## src/design/caa_pkg.sv

```systemverilog
// Package for the checkpointed arena allocator: payload structs, operation and
// status codes, controller state and the control struct between the controller
// and the datapath. No dependencies.
`default_nettype none

package caa_pkg;

  typedef struct packed {
    logic [1:0]  operation;
    logic [15:0] length;
  } in_item_t;

  typedef struct packed {
    logic [7:0]  block_index;
    logic [15:0] offset;
    logic [2:0]  status;
  } out_item_t;

  localparam logic [1:0] OP_ALLOC   = 2'd0;
  localparam logic [1:0] OP_MARK    = 2'd1;
  localparam logic [1:0] OP_RELEASE = 2'd2;

  localparam logic [2:0] ST_OK          = 3'd0;
  localparam logic [2:0] ST_BAD_RESTORE = 3'd1;
  localparam logic [2:0] ST_NO_BLOCKS   = 3'd2;
  localparam logic [2:0] ST_STACK_FULL  = 3'd3;
  localparam logic [2:0] ST_TOO_LARGE   = 3'd4;

  localparam logic [16:0] RESET_BLOCK_SIZE = 17'h08000;
  localparam logic [16:0] SIZE_LIMIT       = 17'h10000;

  typedef enum logic {
    S_IDLE,
    S_EXEC
  } state_t;

  typedef struct packed {
    logic capture;
    logic execute;
  } cmd_t;

  typedef struct packed {
    logic out_free;
  } stat_t;

endpackage

`default_nettype wire

```

## src/design/checkpointed_arena_allocator.sv

```systemverilog
// Flow: a transferred item is registered, then executed into the output register
// once that register is free or being emptied; until then it waits in the controller.
// A new item is taken only after the previous one has executed; the execute step
// uses the registered read of the mark stack memory. Configuration is taken any cycle.
// Reset is synchronous, active low: block count 1, used offset 0, stack empty.
// Depends on caa_pkg, caa_ctrl, caa_dpath and caa_ram.
`default_nettype none

module checkpointed_arena_allocator #(
  parameter int MAX_BLOCKS       = 256,
  parameter int CHECKPOINT_DEPTH = 16
) (
  input  wire logic               clk,
  input  wire logic               rst_n,
  input  wire logic               in_valid,
  output logic                    in_ready,
  input  wire caa_pkg::in_item_t  in_data,
  output logic                    out_valid,
  input  wire logic               out_ready,
  output caa_pkg::out_item_t      out_data,
  input  wire logic               cfg_valid,
  output logic                    cfg_ready,
  input  wire logic [16:0]        cfg_data
);

  caa_pkg::cmd_t  cmd;
  caa_pkg::stat_t stat;

  assign cfg_ready = 1'b1;

  caa_ctrl u_ctrl (
    .clk      (clk),
    .rst_n    (rst_n),
    .in_valid (in_valid),
    .in_ready (in_ready),
    .stat     (stat),
    .cmd      (cmd)
  );

  caa_dpath #(
    .MAX_BLOCKS       (MAX_BLOCKS),
    .CHECKPOINT_DEPTH (CHECKPOINT_DEPTH)
  ) u_dpath (
    .clk       (clk),
    .rst_n     (rst_n),
    .in_data   (in_data),
    .cfg_valid (cfg_valid),
    .cfg_data  (cfg_data),
    .out_valid (out_valid),
    .out_ready (out_ready),
    .out_data  (out_data),
    .cmd       (cmd),
    .stat      (stat)
  );

endmodule

`default_nettype wire

```

## src/design/caa_ram.sv

```systemverilog
// Generic single-write, single-read RAM with registered read data.
// No dependencies.
`default_nettype none

module caa_ram #(
  parameter int WIDTH = 25,
  parameter int DEPTH = 16,
  localparam int AW = (DEPTH > 1) ? $clog2(DEPTH) : 1
) (
  input  wire logic             clk,
  input  wire logic             wr_en,
  input  wire logic [AW-1:0]    wr_addr,
  input  wire logic [WIDTH-1:0] wr_data,
  input  wire logic [AW-1:0]    rd_addr,
  output logic      [WIDTH-1:0] rd_data
);

  logic [WIDTH-1:0] mem_r [DEPTH];
  logic [WIDTH-1:0] rd_data_r;

  always_ff @(posedge clk) begin
    if (wr_en) begin
      mem_r[wr_addr] <= wr_data;
    end
    rd_data_r <= mem_r[rd_addr];
  end

  assign rd_data = rd_data_r;

endmodule

`default_nettype wire

```

## src/design/caa_ctrl.sv

```systemverilog
// Controller state machine: accepts one item, then issues its execute step
// once the output register can take the result. Depends on caa_pkg.
`default_nettype none

module caa_ctrl (
  input  wire logic           clk,
  input  wire logic           rst_n,
  input  wire logic           in_valid,
  output logic                in_ready,
  input  wire caa_pkg::stat_t stat,
  output caa_pkg::cmd_t       cmd
);

  caa_pkg::state_t state_r, state_nxt;

  always_ff @(posedge clk) begin
    if (!rst_n) begin
      state_r <= caa_pkg::S_IDLE;
    end else begin
      state_r <= state_nxt;
    end
  end

  always_comb begin
    state_nxt   = state_r;
    in_ready    = 1'b0;
    cmd.capture = 1'b0;
    cmd.execute = 1'b0;
    unique case (state_r)
      caa_pkg::S_IDLE: begin
        in_ready = 1'b1;
        if (in_valid) begin
          cmd.capture = 1'b1;
          state_nxt   = caa_pkg::S_EXEC;
        end
      end
      caa_pkg::S_EXEC: begin
        if (stat.out_free) begin
          cmd.execute = 1'b1;
          state_nxt   = caa_pkg::S_IDLE;
        end
      end
      default: state_nxt = caa_pkg::S_IDLE;
    endcase
  end

endmodule

`default_nettype wire

```

## src/design/caa_dpath.sv

```systemverilog
// Datapath: block size register, arena state, mark stack memory and output
// register. Depends on caa_pkg and caa_ram.
`default_nettype none

module caa_dpath #(
  parameter int MAX_BLOCKS       = 256,
  parameter int CHECKPOINT_DEPTH = 16
) (
  input  wire logic               clk,
  input  wire logic               rst_n,
  input  wire caa_pkg::in_item_t  in_data,
  input  wire logic               cfg_valid,
  input  wire logic [16:0]        cfg_data,
  output logic                    out_valid,
  input  wire logic               out_ready,
  output caa_pkg::out_item_t      out_data,
  input  wire caa_pkg::cmd_t      cmd,
  output caa_pkg::stat_t          stat
);

  localparam int CW = $clog2(MAX_BLOCKS + 1);
  localparam int MW = $clog2(CHECKPOINT_DEPTH + 1);
  localparam int AW = (CHECKPOINT_DEPTH > 1) ? $clog2(CHECKPOINT_DEPTH) : 1;
  localparam int EW = CW + 16;

  caa_pkg::in_item_t  item_r;
  caa_pkg::out_item_t out_data_r, result;
  logic               out_valid_r;
  logic [16:0]        block_size_r;
  logic [CW-1:0]      count_r, count_nxt;
  logic [15:0]        used_r, used_nxt;
  logic [MW-1:0]      marks_r, marks_nxt;

  logic [16:0]   size, len17, sum;
  logic [EW-1:0] top, push_entry;
  logic [CW-1:0] top_count, cur_idx, top_idx;
  logic [15:0]   top_used;
  logic [MW-1:0] top_slot;
  logic          wr_en;

  assign size       = (block_size_r > caa_pkg::SIZE_LIMIT) ? caa_pkg::SIZE_LIMIT : block_size_r;
  assign len17      = {1'b0, item_r.length};
  assign sum        = {1'b0, used_r} + len17;
  assign top_count  = top[EW-1:16];
  assign top_used   = top[15:0];
  assign cur_idx    = count_r - CW'(1);
  assign top_idx    = top_count - CW'(1);
  assign top_slot   = marks_r - MW'(1);
  assign push_entry = {count_r, used_r};

  caa_ram #(
    .WIDTH (EW),
    .DEPTH (CHECKPOINT_DEPTH)
  ) u_marks (
    .clk     (clk),
    .wr_en   (wr_en),
    .wr_addr (marks_r[AW-1:0]),
    .wr_data (push_entry),
    .rd_addr (top_slot[AW-1:0]),
    .rd_data (top)
  );

  always_comb begin
    count_nxt          = count_r;
    used_nxt           = used_r;
    marks_nxt          = marks_r;
    wr_en              = 1'b0;
    result.block_index = 8'(cur_idx);
    result.offset      = used_r;
    result.status      = caa_pkg::ST_OK;
    if (cmd.execute) begin
      unique case (item_r.operation)
        caa_pkg::OP_ALLOC: begin
          if (len17 >= size) begin
            result.status = caa_pkg::ST_TOO_LARGE;
          end else if (sum >= size) begin
            if (count_r >= CW'(MAX_BLOCKS)) begin
              result.status = caa_pkg::ST_NO_BLOCKS;
            end else begin
              count_nxt          = count_r + CW'(1);
              used_nxt           = item_r.length;
              result.block_index = 8'(count_r);
              result.offset      = 16'd0;
            end
          end else begin
            used_nxt = sum[15:0];
          end
        end
        caa_pkg::OP_MARK: begin
          if (marks_r >= MW'(CHECKPOINT_DEPTH)) begin
            result.status = caa_pkg::ST_STACK_FULL;
          end else begin
            wr_en     = 1'b1;
            marks_nxt = marks_r + MW'(1);
          end
        end
        caa_pkg::OP_RELEASE: begin
          if (marks_r == '0 || top_count > count_r) begin
            result.status = caa_pkg::ST_BAD_RESTORE;
          end else begin
            count_nxt          = top_count;
            used_nxt           = top_used;
            marks_nxt          = top_slot;
            result.block_index = 8'(top_idx);
            result.offset      = top_used;
          end
        end
        default: ;
      endcase
    end
  end

  always_ff @(posedge clk) begin
    if (!rst_n) begin
      block_size_r <= caa_pkg::RESET_BLOCK_SIZE;
      count_r      <= CW'(1);
      used_r       <= '0;
      marks_r      <= '0;
      out_valid_r  <= 1'b0;
    end else begin
      if (cfg_valid) begin
        block_size_r <= cfg_data;
      end
      count_r <= count_nxt;
      used_r  <= used_nxt;
      marks_r <= marks_nxt;
      if (cmd.execute) begin
        out_valid_r <= 1'b1;
      end else if (out_ready) begin
        out_valid_r <= 1'b0;
      end
    end
  end

  always_ff @(posedge clk) begin
    if (cmd.capture) begin
      item_r <= in_data;
    end
    if (cmd.execute) begin
      out_data_r <= result;
    end
  end

  assign stat.out_free = !out_valid_r || out_ready;
  assign out_valid     = out_valid_r;
  assign out_data      = out_data_r;

endmodule

`default_nettype wire

```

## config.mk

```make
export PLATFORM = sky130hd
export DESIGN_NAME = checkpointed_arena_allocator
export DESIGN_NICKNAME = d
export VERILOG_FILES = /design/src/design/caa_pkg.sv /design/src/design/checkpointed_arena_allocator.sv /design/src/design/caa_ram.sv /design/src/design/caa_ctrl.sv /design/src/design/caa_dpath.sv
export SDC_FILE = /design/constraint.sdc
export NUM_CORES = 1
export LEC_CHECK = 0
export BUFFER_PORTS_ARGS = -buffer_cell sky130_fd_sc_hd__buf_4
export CAP_MARGIN = 20
export CORE_ASPECT_RATIO = 1.5
export CORE_MARGIN = 2
export CORE_UTILIZATION = 27
export DETAILED_ROUTE_END_ITERATION = 7
export GPL_TIMING_DRIVEN = 0
export PLACE_DENSITY = 0.43
export SLEW_MARGIN = 20
export SYNTH_ARGS = -nofsm -noshare
export SYNTH_HDL_FRONTEND = slang
export SYNTH_HIERARCHICAL = 1
export SYNTH_SLANG_ARGS = --single-unit
```

## constraint.sdc

```tcl
create_clock -name clk -period 8.85 [get_ports clk]
set_input_delay 0.4425 -clock clk [delete_from_list [all_inputs] [get_ports clk]]
set_output_delay 0.4425 -clock clk [all_outputs]
set_load 0.005 [all_outputs]
```

==> results_dict.tcl, run 1 <==
set metrics [dict create \
    whs_ps 27.0 \
    multi_input_area_um2 6530 \
    tightest_slew_ps 986 \
    ys_dominant_reg_cell "edfxtp_1" \
    antenna_found_initial 0 \
    wire_per_inst_um 23.9 \
    final_nets 1572 \
    numCtsBuffers 49 \
    first_pass_iters 5 \
    vias 12204 \
    area_growth_pct 18.1 \
    drive_above_1_share_pct 20.5 \
    final-setup-viol-count 0 \
    required_ps 9170 \
    outcome "finished clean" \
    finalSetupTns_ps 0 \
    hold_violations 0 \
    cts_buffer_depth 3 \
    clk_latency_ps 590 \
    power_leakage_nw 9.02 \
    cp_top_family "compound AO/OA/AOI/OAI gates" \
    fin_ws_ps 2830 \
    drc 0 \
    grt_pass1_vias 13145 \
    io_pins 70 \
    dp_slack_ps 2900 \
    min_period_over_period_pct 68.0 \
    ys_seq_elements 519 \
    cts_tree "built" \
    synth_common_cells "edfxtp_1 (445), mux4_2 (100), nand2_1 (88)" \
    synth_area_leaders "edfxtp_1 (62%), mux4_2 (10%), dfxtp_1 (6.8%), ha_1 (3.7%), a22oi_1 (1.8%)" \
    fin_crit_ps 6020 \
    port_buffers 67 \
    rows 127 \
    ys_seq_area_share_pct 68.5 \
    grt_max_degree 35 \
    netlist_area_um2 21700 \
    yosysWarnings 6 \
    start_util_pct 27.2 \
    critPathKind "reg2reg" \
    max_freq_ghz 0.166 \
    die_area_um2 82600 \
    yosysMostFrequentCell "edfxtp_1" \
    overflow 0 \
    ys_async_sr_fraction_pct 0 \
    final-seq-area_um2 14800 \
    grt_usage_pct 14.7 \
    antenna_cells 0 \
    powerDensity_nw_per_um2 207 \
    htree_levels 2 \
    synthCells 1315 \
    synth.net_count 1420 \
    clkTransAtPathRegs_ps 60 \
    skew_ps 21.1 \
    vdd_drop_max_mv 0.154 \
    ctsResizeCount 0 \
    n_fill_cell 7895 \
    final_max_slew_viol_count 0 \
    worstSetupEndpointType "flop" \
    coreArea_um2 79800 \
    cts_setup_buffers 0 \
    synth_area_per_cell_um2 16.5 \
    maxSlewHeadroom_pct 34.0 \
    critPathLaunchType "flop" \
    crit_path_max_fanout 19 \
    cts_root_buffer "clkbuf_16" \
    dp.cells 2442 \
    dieHeight_um 351 \
    detail-route-antenna-nets 0 \
    rsz0062_at_grt "no" \
    slowest_stage "a2111oi_4" \
    crit_arrival_ps 6350 \
    drt-initial-drc-count 759 \
    place_congestion 0.830 \
    cap_viol_max_count 0 \
    grt_pass1_wl_um 89100 \
    synth_cell_types 66 \
    clock_sinks 519 \
    synth-edff-count 445 \
    hpwl_um 44200 \
    viasPerCell 4.81 \
    stdcell_count 2537 \
    netlist.area_leader.share_pct 61.7 \
    cpPeakStageDelay_ps 690 \
    crit_chain "ha_1 -> fa_1 -> a21o_1 -> a221oi_1 -> nor3b_1 -> o21a_1 -> nor2_1 -> xnor2_1 -> ha_1 -> a21oi_1 -> o21ai_0 -> a21oi_1 -> o31a_2 -> a2111oi_4 -> nand2_2 -> a21o_1 -> buf_6 -> a22o_1" \
    die_x_um 235 \
    hp-class "in2reg" \
    worstPathBufferInverterCount 1 \
    yosys.area.top_type "edfxtp_1" \
    cts_hold_buf 6 \
    wl_um 60700 \
]
[worst reg2reg max path, delay by kind of cell, from the launching register on]
| family | cells | cell delay [ps] |
|---|---|---|
| compound gates | 10 | 3260 |
| simple gates | 3 | 530 |
| flops | 1 | 520 |
| fa+ha+maj | 3 | 1110 |
| xor+xnor | 1 | 130 |
| buf+inv | 1 | 220 |
[flip-flops by register name, indices dropped and copies added (netlist names), 5 cells and up]
| name | count |
|---|---|
| u_dpath/u_marks/mem_r | 400 |
| u_dpath/u_marks/rd_data | 25 |
| u_dpath/block_size_r | 17 |
| u_dpath/out_data | 27 |
| u_dpath/item_r | 18 |
| u_dpath/used_r | 16 |
| u_dpath/count_r | 9 |
| u_dpath/marks_r | 5 |
[layout by cell type, fill, tap and decap left out, types with 5 or more instances in the layout]
cell,n
a21o_1,11
and2_1,6
a211o_1,13
dlygate4sd3_1,6
ha_1,64
buf_6,7
o21a_1,5
or3_1,5
nand2b_1,7
a21oi_1,55
xnor2_1,15
dfxtp_1,74
o211ai_1,7
mux2i_1,33
o21ai_0,23
nand2_1,88
nor2b_1,5
buf_16,9
a22o_1,17
nor3_1,11
nor2_1,65
nor4_1,5
clkbuf_1,41
xor2_1,8
a211oi_1,9
mux4_2,100
buf_2,6
buf_1,9
nand3_1,15
buf_4,89
edfxtp_1,445
clkinv_1,14
nor2_4,12
a22oi_1,52
clkbuf_16,50
inv_1,26
[through the flow]
step                power (mW)  instance area (um2)  util, %
detailed placement        3.31                24000     30.1
global route              5.49                25600     32.1
global placement          3.30                23500     29.4
finish                    5.29                25600     32.1
floorplan                 3.09                21700        -
CTS                       5.37                25600     32.1
[metal layers]
metal  wire length (um)  GRT usage [%]  vias up
li1                   -              -     5571
met1              22800           15.6     6323
met2              34500           29.8      218
met3               1490           1.60       92
met4               1920           5.17        0
met5                  0              0        -
[power breakdown]
group	switching, mW	internal [mW]
registers	0.0719	2.69
clock network	0.939	1.11
logic	0.286	0.194
[path summary, 6_finish.rpt]
kind                     startpoint                   to  slack, ps  cells after the start
setup / recovery  u_dpath/used_r[0]  u_dpath/out_data[7]       2830                     18
hold / removal          in_data[15]   u_dpath/item_r[15]         30                      1
setup reg to reg  u_dpath/used_r[0]  u_dpath/out_data[7]       2830                     18
hold reg to reg   u_dpath/out_valid    u_dpath/out_valid        510                      2
[cell families (layout without fill, tap and decap cells)]
group	Yosys count	in the layout	share of synthesized area [%]
AOI/OAI and AO/OA	237	237	7.67
adders and majority gates	65	65	3.79
buffers and inverters	87	277	1.87
xor gates and xnor gates	23	23	0.930
muxes	133	133	11.9
other	1	1	0.0173
DFF	519	519	68.5
and+or+nand+nor	250	250	5.31
[area by class of cell]
class,instances,share of cell area [%]
repair buffers,101,3.89
clock inverters,29,0.875
multi-input cells,709,25.5
well taps,1032,5.05
inverters,27,0.396
plain buffers,60,1.19
flip-flops and latches,519,58.0
clock buffers,60,5.08
Note: power is estimated with default switching activity, not from simulation.
==> inputs of run 2 (changes only) <==
ABC_AREA = 1   (was default)
clock period = 5.88 ns   (was 8.85 ns; I/O delays follow)
==> run 2 against run 1 <==
Compared with the run above:
- area after synthesis grew 15%
- critical endpoint is now u_dpath/out_data[3]
- register-to-register slack worse by 1800 ps
- largest cell class unchanged
- first-iteration DRC count is 17% higher
- largest power group unchanged
==> results_dict.tcl, run 2 <==
set metrics [dict create \
    outcome "finished clean" \
    port_buffers 68 \
    grt_pass1_vias 18640 \
    ys_dominant_reg_cell "edfxtp_1" \
    wl_um 80200 \
    start_util_pct 27.2 \
    synth.area.mux_share_pct 0 \
    synth-edff-count 445 \
    worstSetupEndpointType "flop" \
    crit_top_cell "nand2_1" \
    synth_cell_types 49 \
    skew_ps 19.2 \
    yosysMostFrequentCell "nand2_1" \
    cts_root_buffer "clkbuf_16" \
    dieHeight_um 376 \
    die_x_um 252 \
    layout_commonest_cell "nand2_1" \
    grt_max_degree 24 \
    synth-simple-area-share_pct 23.6 \
    grt_usage_pct 16.9 \
    grt_pass1_wl_um 118000 \
    synthCells 2667 \
    rr_endpoint "u_dpath/out_data[3]" \
    drt-initial-drc-count 891 \
    critPathCapture "u_dpath/out_data[3]" \
    critPathLaunchType "flop" \
    route.met2.wl_um 46100 \
    cts_setup_buffers 0 \
    yosys.area.top_type "edfxtp_1" \
    area_growth_pct 18.5 \
    cts_tree "built" \
    wl_met3_um 1940 \
    clkTransAtPathRegs_ps 70 \
    top_layer_used "met4" \
    hpwl_um 59600 \
    coreArea_um2 91500 \
    numCtsBuffers 50 \
    drt-met1-wl_um 28700 \
    drive_above_1_share_pct 10.1 \
    drc 0 \
    critPathKind "reg2reg" \
    cpPeakStageDelay_ps 940 \
    yosysWarnings 6 \
    ctsResizeCount 0 \
    r2r-start "u_dpath/used_r[9]" \
    netlist_area_um2 24900 \
    crit_cells 22 \
    viasPerCell 4.47 \
    first_pass_iters 5 \
    clk_latency_ps 620 \
    vias 18143 \
    tightest_slew_ps 1030 \
    powerDensity_nw_per_um2 308 \
    final_nets 2952 \
    vdd_drop_max_mv 0.227 \
    r2r_slack_ps 1000 \
    final-setup-viol-count 0 \
    holdPathStages 3 \
    cts_buffer_depth 3 \
    worstPathBufferInverterCount 3 \
    wire_per_inst_um 19.7 \
    power_leakage_nw 12.9 \
    crit_path_max_fanout 18 \
    htree_levels 2 \
    place_congestion 0.877 \
    synth_area_leaders "edfxtp_1 (54%), nand2_1 (12%), nand3_1 (7.1%), inv_1 (6.3%), dfxtp_1 (6.0%)" \
    p_total_mw 9.09 \
    required_ps 6180 \
    max_freq_ghz 0.205 \
    cts_hold_buf 42 \
    detail-route-antenna-nets 0 \
    synth_compound_area_share_pct 2.81 \
    fin_crit_ps 4880 \
    synth.net_count 2772 \
    maxSlewHeadroom_pct 31.3 \
    r2r_cells 22 \
    cp_top_family "simple AND/OR/NAND/NOR gates" \
    hp-class "in2reg" \
    synth_fa_ha_area_share_pct 3.30 \
    clock_sinks 519 \
    top_register "u_dpath/u_marks/mem_r" \
    rsz0062_at_grt "no" \
    synth_area_per_cell_um2 9.33 \
    overflow 0 \
    min_period_over_period_pct 82.9 \
    antenna_found_initial 0 \
    synth_top_family_by_area "simple AND/OR/NAND/NOR gates" \
    rows 136 \
    ys_async_sr_fraction_pct 0 \
    crit_chain "ha_1 -> inv_1 -> o21ai_0 -> a21oi_1 -> nor2_1 -> nor2_1 -> nand2_1 -> a21oi_1 -> o21bai_1 -> ha_1 -> nand2_2 -> nor2_4 -> nand2_1 -> inv_1 -> nand2_1 -> nand4_1 -> nand2_1 -> nand2_2 -> nand2_4 -> nor2_4 -> buf_6 -> o22ai_1" \
    ys_seq_elements 519 \
    final_cell_mix "nand2_1 (823), edfxtp_1 (445), inv_1 (420), nand3_1 (355), nor2_1 (151)" \
    startpoint "u_dpath/used_r[9]" \
    dp_slack_ps 864 \
    die_area_um2 94700 \
    synth_common_cells "nand2_1 (823), edfxtp_1 (445), inv_1 (421)" \
    crit_arrival_ps 5170 \
    largest_reg_flops 400 \
    slowest_stage "dfxtp_1" \
    finalSetupTns_ps 0 \
    fin_ws_ps 1000 \
    final_max_slew_viol_count 0 \
    cap_viol_max_count 0 \
    synth-xor-area-share_pct 1.02 \
    io_pins 70 \
    hold_violations 0 \
    netlist.area_leader.share_pct 53.7 \
    ys_seq_area_share_pct 59.6 \
]
run 2: power by group:
part | leakage (nW) | switching, mW | internal, mW
combinational | 7.32 | 1.03 | 0.496
clock | 0.805 | 1.48 | 1.79
sequential | 4.74 | 0.156 | 4.13
run 2: how the worst min path moves through the flow:
| stage | start | end |
|---|---|---|
| CTS | cfg_valid | u_dpath/block_size_r[4] |
| global route | cfg_valid | u_dpath/block_size_r[4] |
| finish | cfg_valid | u_dpath/block_size_r[4] |
| global placement | u_dpath/block_size_r[15] | u_dpath/block_size_r[15] |
| floorplan | in_data[0] | u_dpath/item_r[0] |
| detailed placement | in_data[11] | u_dpath/item_r[11] |
run 2: worst reg2reg max path: stages, from the launching register on:
cell and delay [ps]:
dfxtp_1 940, ha_1 430, inv_1 90, o21ai_0 150, a21oi_1 250, nor2_1 80
nor2_1 160, nand2_1 100, a21oi_1 140, o21bai_1 80, ha_1 350, nand2_2 90
nor2_4 140, nand2_1 100, inv_1 90, nand2_1 100, nand4_1 180, nand2_1 110
nand2_2 130, nand2_4 90, nor2_4 330, buf_6 240, o22ai_1 180
run 2: stage by stage:
stage / std cells / cell area (um2) / util (%) / hold WS [ps]
finish: 4062 / 29500 / 32.2 / 21.2
global route: 4061 / 29500 / 32.2 / 58.0
CTS: 4061 / 29500 / 32.2 / 3.73
detailed placement: 3926 / 27500 / 30.0 / 473
global placement: 3908 / 26900 / 29.4 / 469
floorplan: 2667 / 24900 / - / 393
run 2: kinds of logic after synthesis:
logic type,count (synthesis)
adder cells (fa/ha/maj),65
AO/OA/AOI/OAI,120
buffers and inverters,539
AND/OR/NAND/NOR,1394
flip-flops,519
other,1
XOR/XNOR,29
run 2: layout make-up:
| cell class | count | area [um2] |
|---|---|---|
| Clock buffer | 57 | 1310 |
| Sequential cell | 519 | 14800 |
| Timing Repair Buffer | 128 | 1390 |
| Antenna cell | 1 | 2.50 |
| Clock inverter | 36 | 325 |
| Buffer | 110 | 786 |
| Multi-Input combinational cell | 1609 | 7770 |
| Fill cell | 9423 | 62000 |
| Inverter | 429 | 1610 |
| Tap cell | 1173 | 1470 |
run 2: metal layers:
| layer | global-route usage [%] | vias to the layer above |
|---|---|---|
| met2 | 35.0 | 323 |
| li1 | - | 8966 |
| met5 | 0 | - |
| met1 | 16.5 | 8720 |
| met3 | 1.53 | 134 |
| met4 | 7.23 | 0 |
